### src/hdl/iftc_pkg.sv
// ----------------------------------------------------------------------------
// iftc_pkg
// Shared constants, register indexes and controller/datapath types for the
// IoU face track counter.
// ----------------------------------------------------------------------------
package iftc_pkg;

  // default sizes, handed to the top level parameters
  localparam int COORD_BITS_DEF = 12;
  localparam int COUNT_BITS_DEF = 16;
  localparam int AGE_GROUPS_DEF = 5;

  // fixed field widths
  localparam int VOTE_BITS     = 16;
  localparam int OUT_BITS      = 16;
  localparam int AGE_IN_BITS   = 3;
  localparam int CFG_IDX_BITS  = 2;
  localparam int CFG_DATA_BITS = 4;

  // configuration register indexes
  localparam logic [CFG_IDX_BITS-1:0] REG_IOU_TENTHS = 2'd0;
  localparam logic [CFG_IDX_BITS-1:0] REG_MISS_LIMIT = 2'd1;

  // register reset values
  localparam logic [CFG_DATA_BITS-1:0] IOU_TENTHS_RST = 4'd3;
  localparam logic [CFG_DATA_BITS-1:0] MISS_LIMIT_RST = 4'd1;

  // controller to datapath commands, one step of the sequence each
  typedef struct packed {
    logic load_item;
    logic calc_area;
    logic upd_best;
    logic calc_ovl;
    logic calc_ov;
    logic calc_uni;
    logic calc_cmp;
    logic calc_maj;
    logic frame_upd;
  } iftc_cmd_t;

  // datapath to controller status
  typedef struct packed {
    logic item_eof;
  } iftc_sts_t;

  // result payload
  typedef struct packed {
    logic [OUT_BITS-1:0] people_total;
    logic [OUT_BITS-1:0] gender0_total;
    logic [OUT_BITS-1:0] gender1_total;
    logic [OUT_BITS-1:0] age0_total;
    logic [OUT_BITS-1:0] age1_total;
    logic [OUT_BITS-1:0] age2_total;
    logic [OUT_BITS-1:0] age3_total;
    logic [OUT_BITS-1:0] age4_total;
    logic                tracking;
  } iftc_res_t;

endpackage

### src/hdl/iftc_ctrl.sv
// ----------------------------------------------------------------------------
// iftc_ctrl
// Sequencer for the face tracker: walks each item through area and best-face,
// end-of-frame items on to IoU, majority and frame update; owns result valid.
// ----------------------------------------------------------------------------
module iftc_ctrl import iftc_pkg::*; (
  input  logic      clk,
  input  logic      rst_n,
  input  logic      in_valid,
  output logic      in_ready,
  output logic      out_valid,
  input  logic      out_ready,
  input  iftc_sts_t sts,
  output iftc_cmd_t cmd
);

  localparam logic [3:0] S_IDLE = 4'd0;
  localparam logic [3:0] S_AREA = 4'd1;
  localparam logic [3:0] S_BEST = 4'd2;
  localparam logic [3:0] S_OVL  = 4'd3;
  localparam logic [3:0] S_OV   = 4'd4;
  localparam logic [3:0] S_UNI  = 4'd5;
  localparam logic [3:0] S_CMP  = 4'd6;
  localparam logic [3:0] S_MAJ  = 4'd7;
  localparam logic [3:0] S_UPD  = 4'd8;

  logic [3:0] state_r, state_nxt;
  logic       out_valid_r, out_valid_nxt;
  logic       slot_free;

  // result slot can take a new frame result this cycle
  assign slot_free = !out_valid_r || out_ready;

  // next state and commands
  always_comb begin
    state_nxt = state_r;
    cmd       = '0;
    in_ready  = 1'b0;
    unique case (state_r)
      S_IDLE: begin
        in_ready = 1'b1;
        if (in_valid) begin
          cmd.load_item = 1'b1;
          state_nxt     = S_AREA;
        end
      end
      S_AREA: begin
        cmd.calc_area = 1'b1;
        state_nxt     = S_BEST;
      end
      S_BEST: begin
        cmd.upd_best = 1'b1;
        state_nxt    = sts.item_eof ? S_OVL : S_IDLE;
      end
      S_OVL: begin
        cmd.calc_ovl = 1'b1;
        state_nxt    = S_OV;
      end
      S_OV: begin
        cmd.calc_ov = 1'b1;
        state_nxt   = S_UNI;
      end
      S_UNI: begin
        cmd.calc_uni = 1'b1;
        state_nxt    = S_CMP;
      end
      S_CMP: begin
        cmd.calc_cmp = 1'b1;
        state_nxt    = S_MAJ;
      end
      S_MAJ: begin
        cmd.calc_maj = 1'b1;
        state_nxt    = S_UPD;
      end
      S_UPD: begin
        if (slot_free) begin
          cmd.frame_upd = 1'b1;
          state_nxt     = S_IDLE;
        end
      end
      default: begin
        state_nxt = S_IDLE;
      end
    endcase
  end

  // result valid: set by the frame update, cleared by a transfer
  always_comb begin
    out_valid_nxt = out_valid_r;
    if (cmd.frame_upd) begin
      out_valid_nxt = 1'b1;
    end else if (out_ready) begin
      out_valid_nxt = 1'b0;
    end
  end

  always_ff @(posedge clk) begin
    if (!rst_n) begin
      state_r     <= S_IDLE;
      out_valid_r <= 1'b0;
    end else begin
      state_r     <= state_nxt;
      out_valid_r <= out_valid_nxt;
    end
  end

  assign out_valid = out_valid_r;

  // a frame update never overwrites a result that is still waiting
  a_upd_slot: assert property (@(posedge clk) disable iff (!rst_n)
    cmd.frame_upd |-> (!out_valid_r || out_ready))
    else $error("frame update while result slot busy");

  // at most one step runs per cycle
  a_cmd_onehot: assert property (@(posedge clk) disable iff (!rst_n)
    $onehot0(cmd))
    else $error("more than one datapath command");

  // an accepted item always starts the area step next
  a_accept_area: assert property (@(posedge clk) disable iff (!rst_n)
    (in_valid && in_ready) |=> (state_r == S_AREA))
    else $error("accepted item did not start the area step");

  // a new result appears only from a frame update
  a_valid_src: assert property (@(posedge clk) disable iff (!rst_n)
    $rose(out_valid_r) |-> $past(cmd.frame_upd))
    else $error("result valid without frame update");

endmodule

### config.mk
export PLATFORM = sky130hd
export DESIGN_NAME = iftc_ctrl
export DESIGN_NICKNAME = d
export VERILOG_FILES = /design/src/hdl/iftc_pkg.sv /design/src/hdl/iftc_ctrl.sv
export SDC_FILE = /design/constraint.sdc
export NUM_CORES = 1
export LEC_CHECK = 0
export BUFFER_PORTS_ARGS = -buffer_cell sky130_fd_sc_hd__clkbuf_2
export CAP_MARGIN = 20
export CORE_AREA = 5 5 42 44
export DETAILED_ROUTE_END_ITERATION = 6
export DIE_AREA = 0 0 47 49
export PLACE_DENSITY = 0.43
export SYNTH_ARGS = -nofsm -noshare
export SYNTH_HDL_FRONTEND = slang
export SYNTH_SLANG_ARGS = --single-unit
### constraint.sdc
create_clock -name clk -period 1.76 [get_ports clk]
set_input_delay 0.264 -clock clk [delete_from_list [all_inputs] [get_ports clk]]
set_output_delay 0.264 -clock clk [all_outputs]
set_load 0.02 [all_outputs]
---- Word level (Yosys, flattened, before mapping) ----
Cells that the tools add are included.
cells by class
  eq/ne operators ......................... 10
  multiplexer cells ....................... 18
  reductions and logical operators ........ 5
operator list
  operator                                             number
  case mux 4 bit (9 select lines)                      1
  equality test 4 x 3 -> 1 bit, second input constant  4
  two-way mux 1 bit                                    14
  equality test 4 x 2 -> 1 bit, second input constant  2
  two-way mux 4 bit                                    2
  equality test 4 x 1 -> 1 bit, second input constant  1
  equality test 4 bit, second input constant           1
  logical NOT 4 bit                                    1
  != test 2 bit, second input constant                 2
  two-way mux 2 bit                                    1
  AND reduction 2 bit                                  1
  nonzero test 2 bit                                   1
  logical NOT 1 bit                                    1
  logical OR 1 bit                                     1
storage, ports and cells
  flip-flop bits (word level) ............. 5
  input port bits ......................... 5
  output and inout bits ................... 11
  logic and storage cells ................. 35

---- Logic depth before layout (Yosys ltp) ----
  depth in word-level cells ............... 5
  gate-level depth with buffers ........... 4

---- Worst setup path before layout ----
OpenSTA, ideal clock, no wires.
  kind .................................... register to output
  from .................................... reg state_r[2]
  to ...................................... out cmd[8] (netlist name)
  arrival ................................. 1310 ps
  setup slack ............................. 186 ps
  cell stages (with the launch flop) ...... 5
  buffers on the path ..................... 1
  cells stage by stage .................... dfxtp_1 buf_6 or4_4 inv_2 and2_1
RTL lines
  what                      line              source
  start: declaration        iftc_ctrl.sv:27   logic [3:0] state_r, state_nxt;
  start signal: assignment  iftc_ctrl.sv:102  state_r <= state_nxt;
  end: declaration          iftc_ctrl.sv:14   output iftc_cmd_t cmd

==> Flow_metrics.wiki <==
{| class="wikitable"
! Metric !! Value
|-
| VDD IR-drop max || 0.2768 mV
|-
| Antenna violations before repair || 0
|-
| Cell area after synthesis || 319.1 um^2
|-
| Switching portion of total power || 33.07%
|-
| Die Span X || between 40 and 50 um
|-
| Post-DR vias/cell || 4.528
|-
| Num CTS Buffers || 3
|-
| Clk slew on worst S/H paths || 0.05 ns
|-
| Arr. time, crit path || approximately 1.4 ns
|-
| Complex-gate fraction of the synthesized area || 10.20%
|-
| Total power || 0.0003673 W
|-
| Power density over the cells || 860.8 nW/um^2
|-
| Category of the worst setup path capture point || output port
|-
| Max-slew headroom at the worst pin || 79.75%
|-
| Gp weighted congestion || ~0.66
|-
| Number of instances in the synthesized netlist || 39
|-
| Later-pin clock latency in the skew report || 0.25 ns
|-
| Number of fillers in the final layout || 157
|-
| Clk Tree Root Cell || sky130_fd_sc_hd__clkbuf_4
|-
| Top library cells by usage in the layout, fill and taps aside || 15 x sky130_fd_sc_hd__clkbuf_2, 6 x sky130_fd_sc_hd__nor2_1, 4 x sky130_fd_sc_hd__nand2b_1, 4 x sky130_fd_sc_hd__nor3_1
|-
| WP data required || 1.50 ns
|-
| Maximum level of the CTS H-tree || 1
|-
| Number of DRC markers in iteration 0 || 1
|-
| Top-level I/O count || 16
|-
| Number of nets in the layout || 62
|-
| Post-synthesis sequential element count || 5
|-
| Number of library cell types mapped by synthesis || 20
|-
| Leakage power summed over all cells || 0.1996 nW
|-
| Most common cell after layout, fill and taps aside || sky130_fd_sc_hd__clkbuf_2
|-
| Simple-Gate Fraction of Synth Area || 44.71%
|-
| RSZ-0062 raised after global routing || false
|-
| Count of max-cap constraint violations || 0
|-
| Status || completed
|-
| Warnings, synthesis || 0
|-
| Share of the cycle needed by the critical path after routing || 96.65%
|-
| Core area || 1401 um^2
|-
| Mux contribution to synthesized area || 0%
|-
| Share of the core filled with cells || 30.45%
|-
| Count of antenna diodes in the layout || 0
|-
| Adder-cell share of the synthesized area || 0%
|-
| CTS Hold Bufs || 0
|-
| Post-synthesis net count || 44
|-
| Count of buffers from port buffering || 15
|-
| Sort of element at the start of the critical path || flop
|-
| TritonRoute pass-1 iters || 2
|-
| Actual slew at the worst max-slew pin || approximately 0.30 ns
|-
| Maximum fanout along the worst path || 3
|-
| Sw power || 0.0001215 W
|-
| Final worst clock skew || 0.004002 ns
|-
| Clock buffer depth || 2
|-
| Via Count || 326
|-
| Half-perimeter wire length after placement || ~580 um
|-
| Overall global routing resource usage || 7.898%
|-
| Post-synthesis xor/xnor area fraction || 2.745%
|-
| Residual DRC count || 0
|-
| Endpoints failing hold || 0
|-
| Maximum clock frequency || 587.9 MHz
|-
| Number of clock sinks || 5
|-
| Post-layout minimum cycle time || 1.701 ns
|-
| Share of power burned in the clock network || 38.7%
|-
| Total Die Area || 2303 um^2
|-
| Total detailed-routing wirelength || about 770 um
|-
| Count of final max-slew check failures || 0
|-
| Main combinational cell family by area after synthesis || simple AND/OR/NAND/NOR gates
|-
| Int Power || 0.0002458 W
|-
| Setup Viol. Count Final || 0
|-
| Starting density of the core || 22.77%
|-
| Sequential area share after synthesis || 31.37%
|-
| Die extent in y || 49 um
|-
| Combinational group share of total power || 26.0%
|-
| Type of the worst min-delay path || in -> reg
|-
| Share of power burned in registers || 35.3%
|-
| Average cell area after synthesis || 8.181 um^2
|-
| Number of nets with antenna violations after detailed routing || 0
|-
| Area Growth Syn to Fin || 33.73%
|-
| TritonCTS clock tree || built
|-
| Critical path start-end classification || reg -> out
|-
| Count of standard-cell rows || 14
|-
| Wire length of the first global-routing pass || 1290 um
|-
| Maximum number of pins on one net before global-route repair || 11
|-
| Routed length per instance || 10.75 um
|-
| Fraction of layout cells with a size suffix above 1 || between 40% and 50%
|-
| Via count of the first global-routing pass || 316
|-
| Total Neg Setup Slack || 0 ns
|-
| Global route overflow || 0
|}
-- per-layer routing --
metal | vias up | routed length (um) | global-route usage, %
met5 | - | 0 | 0
met4 | 0 | 34 | 6.912
met3 | 5 | 62 | 2.214
met2 | 11 | 344 | 11.76
met1 | 146 | 332 | 8.609
li1 | 164 | - | -
-- flip-flops by register name (all words and copies together), names as in the netlist --
register and count:
out_valid 1, state_r 4
-- repair_timing --
| action | in CTS | in global routing |
|---|---|---|
| endpoints found under the hold margin | 0 | 0 |
| resized for setup | 0 | 2 |
| setup buffers | 0 | 0 |
| endpoints found under the setup margin | 0 | 1 |
-- final cells by class --
type | count | area (um^2) | share of cell area [%]
Multi-Input combinational cell | 29 | 183.9 | 43.11
Tap cell | 16 | 20.02 | 4.692
Inverter | 1 | 3.754 | 0.8798
Clock buffer | 4 | 26.28 | 6.158
Timing Repair Buffer | 17 | 90.09 | 21.11
Sequential cell | 5 | 102.6 | 24.05
-- power by group through the flow --
stage | sequential (W) | combinational (W) | clock (W)
2_1_floorplan | 0.000124 | 0.0000765 | 0
3_3_place_gp | 0.000131 | 0.0000971 | 0
3_5_place_dp | 0.000132 | 0.0000968 | 0
4_1_cts | 0.000129 | 0.0000969 | 0.000143
5_1_grt | 0.000131 | 0.000106 | 0.000146
6_report | 0.000130 | 0.0000955 | 0.000142
-- worst paths after layout --
check                               start                       to  slack (ns)  cells past startpoint
setup / recovery  state_r[2]$_SDFFE_PN0P_                   cmd[8]        0.06                      4
hold / removal                      rst_n   out_valid$_SDFFE_PN0P_        0.26                      2
setup reg to reg  state_r[2]$_SDFFE_PN0P_  state_r[3]$_SDFFE_PN0P_        0.55                      2
hold reg to reg   state_r[1]$_SDFFE_PN0P_  state_r[0]$_SDFFE_PN0P_        0.59                      1
-- cell families (layout without fill, tap and decap cells) --
group / count (synthesis) / in the layout
xor+xnor: 1 / 1
flops: 5 / 5
simple gates: 24 / 24
compound gates: 4 / 4
buf+inv: 5 / 22
-- Yosys cell counts, drive strengths merged --
cell     number  share of area, %
or2b          1               2.4
o21a          1               2.4
a2111oi       1               2.7
nand2         2               2.4
or3b          1               2.7
nor3          4               6.3
dfxtp         5                31
a21oi         1               1.6
nor4b         1               4.7
o221a         1               3.5
nor2b         2               3.9
nand2b        4               7.8
xor2          1               2.7
and2          2               3.9
buf           4               9.8
inv           1               1.2
or4           1               3.5
nor2          6               7.1
-- per-stage QoR --
stage | area (um^2) | hold WS (ns) | setup WS (ns) | std cells
6_report | 426.7 | 0.2586 | 0.05893 | 72
4_1_cts | 424.2 | 0.2621 | 0.02983 | 72
3_3_place_gp | 397.9 | 0.5271 | 0.3182 | 68
3_5_place_dp | 397.9 | 0.5140 | 0.2939 | 68
2_1_floorplan | 319.1 | 0.3817 | 0.1857 | 39
5_1_grt | 426.7 | 0.2710 | 0.01820 | 72
-- critical path: stages (launching register included) --
cell and delay (ns):
sky130_fd_sc_hd__dfxtp_1 0.30, sky130_fd_sc_hd__or4_4 0.54, sky130_fd_sc_hd__inv_2 0.07, sky130_fd_sc_hd__and2_1 0.11, sky130_fd_sc_hd__clkbuf_2 0.16
Power figures use the tool's default switching activity.
