### src/hdl/iftc_pkg.sv
// ----------------------------------------------------------------------------
// iftc_pkg
// Shared constants, register indexes and controller/datapath types for the
// IoU face track counter.
// ----------------------------------------------------------------------------
package iftc_pkg;

  // default sizes, handed to the top level parameters
  localparam int COORD_BITS_DEF = 12;
  localparam int COUNT_BITS_DEF = 16;
  localparam int AGE_GROUPS_DEF = 5;

  // fixed field widths
  localparam int VOTE_BITS     = 16;
  localparam int OUT_BITS      = 16;
  localparam int AGE_IN_BITS   = 3;
  localparam int CFG_IDX_BITS  = 2;
  localparam int CFG_DATA_BITS = 4;

  // configuration register indexes
  localparam logic [CFG_IDX_BITS-1:0] REG_IOU_TENTHS = 2'd0;
  localparam logic [CFG_IDX_BITS-1:0] REG_MISS_LIMIT = 2'd1;

  // register reset values
  localparam logic [CFG_DATA_BITS-1:0] IOU_TENTHS_RST = 4'd3;
  localparam logic [CFG_DATA_BITS-1:0] MISS_LIMIT_RST = 4'd1;

  // controller to datapath commands, one step of the sequence each
  typedef struct packed {
    logic load_item;
    logic calc_area;
    logic upd_best;
    logic calc_ovl;
    logic calc_ov;
    logic calc_uni;
    logic calc_cmp;
    logic calc_maj;
    logic frame_upd;
  } iftc_cmd_t;

  // datapath to controller status
  typedef struct packed {
    logic item_eof;
  } iftc_sts_t;

  // result payload
  typedef struct packed {
    logic [OUT_BITS-1:0] people_total;
    logic [OUT_BITS-1:0] gender0_total;
    logic [OUT_BITS-1:0] gender1_total;
    logic [OUT_BITS-1:0] age0_total;
    logic [OUT_BITS-1:0] age1_total;
    logic [OUT_BITS-1:0] age2_total;
    logic [OUT_BITS-1:0] age3_total;
    logic [OUT_BITS-1:0] age4_total;
    logic                tracking;
  } iftc_res_t;

endpackage

### src/hdl/iftc_dp.sv
// ----------------------------------------------------------------------------
// iftc_dp
// Datapath for the face tracker: item and best-face registers, the IoU
// arithmetic (one multiply per step), vote and people counters.
// ----------------------------------------------------------------------------
module iftc_dp import iftc_pkg::*; #(
  parameter int COORD_BITS = COORD_BITS_DEF,
  parameter int COUNT_BITS = COUNT_BITS_DEF,
  parameter int AGE_GROUPS = AGE_GROUPS_DEF
) (
  input  logic                     clk,
  input  logic                     rst_n,
  input  iftc_cmd_t                cmd,
  output iftc_sts_t                sts,
  input  logic                     face_valid,
  input  logic                     end_of_frame,
  input  logic [COORD_BITS-1:0]    box_left,
  input  logic [COORD_BITS-1:0]    box_top,
  input  logic [COORD_BITS-1:0]    box_right,
  input  logic [COORD_BITS-1:0]    box_bottom,
  input  logic                     gender_class,
  input  logic [AGE_IN_BITS-1:0]   age_class,
  input  logic                     cfg_we,
  input  logic [CFG_IDX_BITS-1:0]  cfg_index,
  input  logic [CFG_DATA_BITS-1:0] cfg_data,
  output iftc_res_t                res
);

  localparam int AW     = $clog2(AGE_GROUPS);
  localparam int AB     = 2 * COORD_BITS;
  localparam int UB     = AB + 1;
  localparam int LB     = AB + 4;
  localparam int CB     = AB + 5;
  localparam int N_CNT  = 3 + AGE_GROUPS;

  // configuration
  logic [CFG_DATA_BITS-1:0] iou_tenths_r;
  logic [CFG_DATA_BITS-1:0] miss_limit_r;

  // latched item
  logic                  it_face_r, it_eof_r, it_gender_r;
  logic [AW-1:0]         it_age_r;
  logic [COORD_BITS-1:0] it_l_r, it_t_r, it_rt_r, it_b_r;
  logic [AB-1:0]         it_area_r;

  // best face of the frame
  logic                  best_found_r, best_gender_r;
  logic [AW-1:0]         best_age_r;
  logic [COORD_BITS-1:0] best_l_r, best_t_r, best_rt_r, best_b_r;
  logic [AB-1:0]         best_area_r;

  // track
  logic                  active_r;
  logic [CFG_DATA_BITS-1:0] miss_r;
  logic [COORD_BITS-1:0] trk_l_r, trk_t_r, trk_rt_r, trk_b_r;
  logic [VOTE_BITS-1:0]  gvote_r [2];
  logic [VOTE_BITS-1:0]  avote_r [AGE_GROUPS];
  logic [COUNT_BITS-1:0] cnt_r [N_CNT];

  // IoU pipeline registers
  logic [COORD_BITS-1:0] iw_r, ih_r;
  logic [AB-1:0]         ta_r, ov_r;
  logic [UB-1:0]         uni_r;
  logic [LB-1:0]         lhs_r;
  logic                  match_r;
  logic                  maj_g_r;
  logic [AW-1:0]         maj_a_r;

  // combinational helpers
  logic [AW-1:0]         age_c;
  logic [COORD_BITS-1:0] it_w, it_h, trk_w, trk_h;
  logic [COORD_BITS-1:0] x0, x1, y0, y1;
  logic [AW-1:0]         a_idx;
  logic                  do_start, do_miss, do_drop, do_keep, do_repl;
  logic                  do_count, do_fresh, do_track;

  assign sts.item_eof = it_eof_r;

  // configuration writes
  always_ff @(posedge clk) begin
    if (!rst_n) begin
      iou_tenths_r <= IOU_TENTHS_RST;
      miss_limit_r <= MISS_LIMIT_RST;
    end else if (cfg_we) begin
      unique case (cfg_index)
        REG_IOU_TENTHS: iou_tenths_r <= cfg_data;
        REG_MISS_LIMIT: miss_limit_r <= cfg_data;
        default: ;
      endcase
    end
  end

  // age class clamped to the last group
  assign age_c = ({1'b0, age_class} < (AGE_IN_BITS + 1)'(AGE_GROUPS)) ?
                 AW'(age_class) : AW'(AGE_GROUPS - 1);

  // box extents, inverted extents count as zero
  assign it_w  = (it_rt_r > it_l_r) ? it_rt_r - it_l_r : '0;
  assign it_h  = (it_b_r > it_t_r) ? it_b_r - it_t_r : '0;
  assign trk_w = (trk_rt_r > trk_l_r) ? trk_rt_r - trk_l_r : '0;
  assign trk_h = (trk_b_r > trk_t_r) ? trk_b_r - trk_t_r : '0;

  // intersection corners
  assign x0 = (best_l_r > trk_l_r) ? best_l_r : trk_l_r;
  assign y0 = (best_t_r > trk_t_r) ? best_t_r : trk_t_r;
  assign x1 = (best_rt_r < trk_rt_r) ? best_rt_r : trk_rt_r;
  assign y1 = (best_b_r < trk_b_r) ? best_b_r : trk_b_r;

  // item latch and area
  always_ff @(posedge clk) begin
    if (cmd.load_item) begin
      it_face_r   <= face_valid;
      it_eof_r    <= end_of_frame;
      it_gender_r <= gender_class;
      it_age_r    <= age_c;
      it_l_r      <= box_left;
      it_t_r      <= box_top;
      it_rt_r     <= box_right;
      it_b_r      <= box_bottom;
    end
    if (cmd.calc_area) begin
      it_area_r <= it_w * it_h;
    end
  end

  // IoU steps: extents and track area, overlap, union, compare
  always_ff @(posedge clk) begin
    if (cmd.calc_ovl) begin
      iw_r <= (x1 > x0) ? x1 - x0 : '0;
      ih_r <= (y1 > y0) ? y1 - y0 : '0;
      ta_r <= trk_w * trk_h;
    end
    if (cmd.calc_ov) begin
      ov_r <= iw_r * ih_r;
    end
    if (cmd.calc_uni) begin
      uni_r <= UB'(ta_r) + UB'(best_area_r) - UB'(ov_r);
      lhs_r <= (LB'(ov_r) << 3) + (LB'(ov_r) << 1);
    end
    if (cmd.calc_cmp) begin
      match_r <= CB'(lhs_r) > (CB'(iou_tenths_r) * CB'(uni_r));
    end
  end

  // majority age: lowest group wins a tie
  always_comb begin
    a_idx = '0;
    for (int i = 1; i < AGE_GROUPS; i++) begin
      if (avote_r[i] > avote_r[a_idx]) begin
        a_idx = AW'(i);
      end
    end
  end

  always_ff @(posedge clk) begin
    if (cmd.calc_maj) begin
      maj_g_r <= !(gvote_r[0] > gvote_r[1]);
      maj_a_r <= a_idx;
    end
  end

  // frame update decode
  assign do_start = cmd.frame_upd && !active_r && best_found_r;
  assign do_miss  = cmd.frame_upd && active_r && !best_found_r &&
                    (miss_r < miss_limit_r);
  assign do_drop  = cmd.frame_upd && active_r && !best_found_r &&
                    !(miss_r < miss_limit_r);
  assign do_keep  = cmd.frame_upd && active_r && best_found_r && match_r;
  assign do_repl  = cmd.frame_upd && active_r && best_found_r && !match_r;
  assign do_count = do_drop || do_repl;
  assign do_fresh = do_start || do_repl;
  assign do_track = do_fresh || do_keep;

  // best face of the frame; first face wins ties, cleared at end of frame
  always_ff @(posedge clk) begin
    if (!rst_n) begin
      best_found_r <= 1'b0;
    end else if (cmd.frame_upd) begin
      best_found_r <= 1'b0;
    end else if (cmd.upd_best && it_face_r &&
                 (!best_found_r || it_area_r > best_area_r)) begin
      best_found_r <= 1'b1;
    end
  end

  always_ff @(posedge clk) begin
    if (cmd.upd_best && it_face_r && (!best_found_r || it_area_r > best_area_r)) begin
      best_l_r      <= it_l_r;
      best_t_r      <= it_t_r;
      best_rt_r     <= it_rt_r;
      best_b_r      <= it_b_r;
      best_area_r   <= it_area_r;
      best_gender_r <= it_gender_r;
      best_age_r    <= it_age_r;
    end
  end

  // track state
  always_ff @(posedge clk) begin
    if (!rst_n) begin
      active_r <= 1'b0;
      miss_r   <= '0;
    end else begin
      if (do_start) begin
        active_r <= 1'b1;
      end else if (do_drop) begin
        active_r <= 1'b0;
      end
      if (do_miss) begin
        miss_r <= miss_r + 1'b1;
      end else if (do_track || do_drop) begin
        miss_r <= '0;
      end
    end
  end

  always_ff @(posedge clk) begin
    if (do_track) begin
      trk_l_r  <= best_l_r;
      trk_t_r  <= best_t_r;
      trk_rt_r <= best_rt_r;
      trk_b_r  <= best_b_r;
    end
  end

  // votes: fresh track starts at one vote, a match adds one, a drop clears
  always_ff @(posedge clk) begin
    if (!rst_n) begin
      for (int g = 0; g < 2; g++) gvote_r[g] <= '0;
      for (int a = 0; a < AGE_GROUPS; a++) avote_r[a] <= '0;
    end else begin
      for (int g = 0; g < 2; g++) begin
        if (do_fresh) begin
          gvote_r[g] <= (g == int'(best_gender_r)) ? VOTE_BITS'(1) : '0;
        end else if (do_keep && g == int'(best_gender_r) && gvote_r[g] != '1) begin
          gvote_r[g] <= gvote_r[g] + 1'b1;
        end else if (do_drop) begin
          gvote_r[g] <= '0;
        end
      end
      for (int a = 0; a < AGE_GROUPS; a++) begin
        if (do_fresh) begin
          avote_r[a] <= (a == int'(best_age_r)) ? VOTE_BITS'(1) : '0;
        end else if (do_keep && a == int'(best_age_r) && avote_r[a] != '1) begin
          avote_r[a] <= avote_r[a] + 1'b1;
        end else if (do_drop) begin
          avote_r[a] <= '0;
        end
      end
    end
  end

  // people counters: total, majority gender, majority age; saturating
  always_ff @(posedge clk) begin
    if (!rst_n) begin
      for (int i = 0; i < N_CNT; i++) cnt_r[i] <= '0;
    end else if (do_count) begin
      for (int i = 0; i < N_CNT; i++) begin
        if ((i == 0 || i == 1 + int'(maj_g_r) || i == 3 + int'(maj_a_r)) &&
            cnt_r[i] != '1) begin
          cnt_r[i] <= cnt_r[i] + 1'b1;
        end
      end
    end
  end

  // result fields: low bits of each counter, missing age groups read zero
  logic [OUT_BITS-1:0] age_tot [5];

  for (genvar j = 0; j < 5; j++) begin : g_age_out
    if (j < AGE_GROUPS) begin : g_have
      logic [31:0] ext;
      assign ext        = 32'(cnt_r[3 + j]);
      assign age_tot[j] = ext[OUT_BITS-1:0];
    end else begin : g_none
      assign age_tot[j] = '0;
    end
  end

  logic [31:0] ext_p, ext_g0, ext_g1;
  assign ext_p  = 32'(cnt_r[0]);
  assign ext_g0 = 32'(cnt_r[1]);
  assign ext_g1 = 32'(cnt_r[2]);

  assign res.people_total  = ext_p[OUT_BITS-1:0];
  assign res.gender0_total = ext_g0[OUT_BITS-1:0];
  assign res.gender1_total = ext_g1[OUT_BITS-1:0];
  assign res.age0_total    = age_tot[0];
  assign res.age1_total    = age_tot[1];
  assign res.age2_total    = age_tot[2];
  assign res.age3_total    = age_tot[3];
  assign res.age4_total    = age_tot[4];
  assign res.tracking      = active_r;

  // an active track always holds at least one gender vote
  a_track_votes: assert property (@(posedge clk) disable iff (!rst_n)
    active_r |-> (gvote_r[0] != '0 || gvote_r[1] != '0))
    else $error("active track without votes");

  // a dropped track leaves no votes behind
  a_drop_clear: assert property (@(posedge clk) disable iff (!rst_n)
    do_drop |=> (!active_r && gvote_r[0] == '0 && gvote_r[1] == '0))
    else $error("votes left after track drop");

  // the best face is gone after every frame update
  a_best_clear: assert property (@(posedge clk) disable iff (!rst_n)
    cmd.frame_upd |=> !best_found_r)
    else $error("best face kept across frames");

endmodule

### config.mk
export PLATFORM = sky130hd
export DESIGN_NAME = iftc_dp
export DESIGN_NICKNAME = d
export VERILOG_FILES = /design/src/hdl/iftc_pkg.sv /design/src/hdl/iftc_dp.sv
export SDC_FILE = /design/constraint.sdc
export NUM_CORES = 2
export LEC_CHECK = 0
export BUFFER_PORTS_ARGS = -buffer_cell sky130_fd_sc_hd__buf_2
export CAP_MARGIN = 30
export CORE_ASPECT_RATIO = 0.8
export CORE_UTILIZATION = 45
export DETAILED_ROUTE_END_ITERATION = 12
export HOLD_SLACK_MARGIN = 0.15
export PLACE_DENSITY = 0.58
export SLEW_MARGIN = 15
export SYNTH_ARGS = -nofsm -noshare
export SYNTH_HDL_FRONTEND = slang
export SYNTH_SLANG_ARGS = --single-unit
### constraint.sdc
create_clock -name clk -period 20.3 [get_ports clk]
set_input_delay 1.015 -clock clk [delete_from_list [all_inputs] [get_ports clk]]
set_output_delay 1.015 -clock clk [all_outputs]
set_load 0.1 [all_outputs]
# Yosys cells after proc, flatten, opt, wreduce, memory -nomap -nowiden
# Memories as Yosys holds them, arrays and structs flattened.
# Cells that the tools add are included.
# op_classes
shifts	0
n_mul	4
n_mux	144
order_cmp	19
eq_ne	34
addsub	27
div_mod_pow	0
n_reduce_logical	56
n_bitwise	31
# ops
op	count
two-way mux 16 bit	29
adder 16 x 1 -> 16 bit (second input constant)	15
!= test 16 bit (second input constant)	15
== test 4 x 32 -> 1 bit (first input constant)	6
== test 3 x 32 -> 1 bit (first input constant)	4
two-way mux 1 bit	103
> comparator 12 bit	8
two-way mux 12 bit	8
> comparator 16 bit	5
multiplier 12 x 12 -> 24 bit	3
subtractor 12 bit	6
== test 2 x 32 -> 1 bit (first input constant)	2
logical AND 1 bit	32
> comparator 28 x 29 -> 1 bit	1
multiplier 4 x 25 -> 29 bit	1
OR 1 bit	29
adder 27 x 25 -> 28 bit	1
adder 24 x 24 -> 25 bit	1
subtractor 25 x 24 -> 25 bit	1
> comparator 24 bit	1
< comparator 12 bit	2
logical OR 1 bit	12
== test 3 bit (first input constant)	3
two-way mux 4 bit	2
17 further kinds	25
# totals
inputBits	72
mem_count	3
rom_bits	0
wordCells	352
reg_bits	346
latchBits	0
ram_bits	240
# mem_list
memory	depth	word_bits	read_ports	rd_ports_with_merged_regs	write_ports	line_no	rtl
cnt_r	8	16	8	0	8	iftc_dp.sv:58	logic [COUNT_BITS-1:0] cnt_r [N_CNT];
avote_r	5	16	8	0	5	iftc_dp.sv:57	logic [VOTE_BITS-1:0] avote_r [AGE_GROUPS];
gvote_r	2	16	2	0	2	iftc_dp.sv:56	logic [VOTE_BITS-1:0] gvote_r [2];

# Longest topological paths before layout
# depth
ltp_word	11
depth_mapped	43

# Worst setup path after synthesis
# No wires, ideal clock.
# synth_path
path_type	register -> register
from	register it_area_r[9]
to	register best_age_r[0] (enable)
setup_ns	0.647
path_stages_with_launch	10
path_slack_ns	12.324
arrival_ns	7.329
path_cell_list	edfxtp_1 ha_1 a21oi_1 nor2b_1 o21ai_0 nand2b_1 a21oi_1 nor2b_1 o211ai_1 a311oi_1
# synth_between
elab_chain_len	3
# synth_lines
item	line_no	rtl
start: declaration	iftc_dp.sv:44	logic [AB-1:0] it_area_r;
start signal: assignment	iftc_dp.sv:122	it_area_r <= it_w * it_h;
> comparator 24 bit	iftc_dp.sv:187	if (cmd.upd_best && it_face_r && (!best_found_r || it_area_r > best_area_r)) begin
logical OR 1 bit	iftc_dp.sv:187	
logical AND 1 bit	iftc_dp.sv:187	
end signal: assignment	iftc_dp.sv:194	best_age_r <= it_age_r;
end: declaration	iftc_dp.sv:48	logic [AW-1:0] best_age_r;
# Every way passes these cells.
# A chain may end at the register's enable or synchronous reset.

==> metrics <==
Synth Area in Compound Gates=0.0817; Post-CTS Setup Repair Bufs=0; Die Y=slightly above 300 um; htree depth=3; placed insts=approximately 6700; Final setup viols=0; vias in the first global route=~35000; critical path type=flop to flop; critical path capture point type=flop; clk_skew=~0.031 ns; status=completed; synthesized area=51200 um2; final non-filler cell total=roughly 7000; Post-Route WL=about 120000 um; Crit path arrival time=9.09 ns; via count=between 30000 and 40000; CTS tree=yes; First-pass DRT Iterations=5; Tightest Pin Transition=around 1 ns; clock root buffer=clkbuf_16; Tcrit/Tclk final=0.428; final global-route overflow total=0; highest-delay cell along the critical path=o21ai_2; drt wl/cell=between 15 and 20 um; most common cell after layout, fill and taps aside=inv_1; Buffers on Ports=201; fraction of layout instances using a drive strength above 1=0.0692; Pwr Density=111 nW/um2; VDD IR max=0.0927 mV; Worst Hold Class=flop to flop; Relative slew margins=0.331; mux cell area share after synthesis=0.0222; WP data required=between 20 and 25 ns; most frequent cells in the layout=696 x inv_1, 571 x edfxtp_1, 547 x nand2_1; Sink Count=slightly below 600; Synthesized Nets=roughly 6100; cts repair resizes=0; GP Congestion=0.898; pin count of the biggest net entering global routing=between 60 and 70; area delta synth->final=9.68%; Die W=379 um; Mean Syn Cell Area=about 10 um2; Fin. Hold Viols=0; Syn Inst Count=just over 5000; xor and xnor area share after synthesis=0.0609; Fmax=around 120 MHz; clock slew seen by the registers of the worst setup and hold paths=approximately 0.06 ns; Final ANT Viol Nets=0; first-pass GRT wire length=~190000 um; die area=115000 um2; hold slack=~0.43 ns; Synth Area in Simple Gates=0.157; Cell variety after synth=83; Most used DFF post-synth=edfxtp_1; Detail Placement HPWL=roughly 97000 um; crit path max fanout=13; # nets final=6290; EDFF count, synth=571; total track usage=0.212; Period minus WS final=slightly below 9 ns; RSZ-0062 raised after global routing=no; Seq/Total Area, Yosys=0.340; number of remaining DRC errors=0; initial drt markers=between 2000 and 2500; final setup TNS=0 ns; Core Footprint=roughly 110000 um2; num ports=between 200 and 250; ys async rst share=0; largest family of logic cells by synthesized area=adder cells; startpoint types=flop; cell mode on critical path=a21o_1; Via density=5.22; fraction of the mapped netlist area in adder cells=0.278; clk_lat worst skew=between 0.6 and 0.7 ns; Hold Buf Count CTS=0; Site Rows=110; Starting Density=0.454; Pins Over Slew Limit=0; Leak=around 25 nW; maxcap violations=0; Critical Path Max Stage Delay=0.52 ns; total CTS buffers=68; CTS max path bufs=3; yosys warns=0; Yosys reg bits=585; antenna violations before repair=6
==> worst paths after layout <==
path	slack (ns)	cells past startpoint	start	endpoint
max	11.61	40	avote_r[1][9]	maj_a_r[1]
min	0.43	0	it_age_r[0]	best_age_r[0]
max reg2reg	11.61	40	avote_r[1][9]	maj_a_r[1]
min reg2reg	0.43	0	it_age_r[0]	best_age_r[0]
==> power by group <==
part | internal (W) | switching [W] | leakage (nW)
logic | 0.00136 | 0.00187 | 18.2
registers | 0.00159 | 0.000182 | 5.81
clock network | 0.000702 | 0.000530 | 1.07
total | 0.00365 | 0.00258 | 25.1
==> logic make-up (layout without fill, tap and decap cells) <==
group           count (synthesis)  in the layout
buf+inv                       821           1057
fa+ha+maj                     911            911
compound gates                630            630
flops                         585            585
other cells                     0              2
xor+xnor                      356            356
mux                           110            110
simple gates                 1709           1709
==> flip-flops by register name (all words and copies together) (netlist names), 24 cells and up <==
| signal | count |
|---|---|
| uni_r | 25 |
| ta_r | 24 |
| ov_r | 24 |
| avote_r | 80 |
| it_area_r | 24 |
| gvote_r | 32 |
| lhs_r | 27 |
| best_area_r | 24 |
| cnt_r | 128 |
==> worst max-delay path: cells and delay by family (launching register included) <==
family	cells	cell delay, ns
buffers and inverters	4	0.96
muxes	3	0.75
adders and majority gates	4	1.26
AOI/OAI and AO/OA	25	4.50
DFF	1	0.50
and+or+nand+nor	4	0.41
==> Yosys cell counts (all sizes together), types with 11 or more instances <==
master | instances | area (um2)
nor2 | 434 | 1630
a21oi | 177 | 890
nand2 | 547 | 2050
nor2b | 82 | 513
and2 | 146 | 913
xor2 | 115 | 1010
mux2 | 28 | 315
edfxtp | 571 | 17100
a21boi | 21 | 158
and3 | 60 | 375
nand4 | 78 | 488
mux2i | 82 | 821
clkbuf | 105 | 394
or3 | 20 | 125
ha | 534 | 6680
o21ai | 127 | 639
nand2b | 47 | 294
nand3 | 147 | 736
o21a | 50 | 375
buf | 16 | 76.3
xnor2 | 241 | 2110
and4 | 17 | 149
fa | 377 | 7550
inv | 698 | 2620
o21bai | 20 | 150
a21o | 103 | 773
a211oi | 18 | 140
o211ai | 11 | 82.6
dfxtp | 14 | 280
nor3 | 91 | 455
==> layer usage <==
layer,global-route usage,routed length [um],vias up
met5,0,60,-
met3,0.0404,7550,133
met1,0.333,62300,17182
li1,-,-,17690
met2,0.297,48900,872
met4,0.0538,2680,10
==> through the flow <==
stage | total power, W | setup slack (ns) | util | instance area, um2
final | 0.00623 | 11.61 | 0.498 | 56200
after global routing | 0.00677 | 10.99 | 0.498 | 56200
after CTS | 0.00629 | 11.63 | 0.498 | 56200
after detailed placement | 0.00501 | 11.67 | 0.479 | 54000
after global placement | 0.00498 | 11.74 | 0.478 | 53900
after floorplan | 0.00422 | 12.32 | - | 51200
==> area by class of cell <==
cell class	instances	area (um2)
timing repair buffer	236	1270
antenna	2	5.00
multi-input combinational	3716	30700
inverter	700	2630
clock inverter	38	417
fill	10405	56500
clock buffer	83	1790
sequential	585	17400
tap	1512	1890
Power figures use the tool's default switching activity.
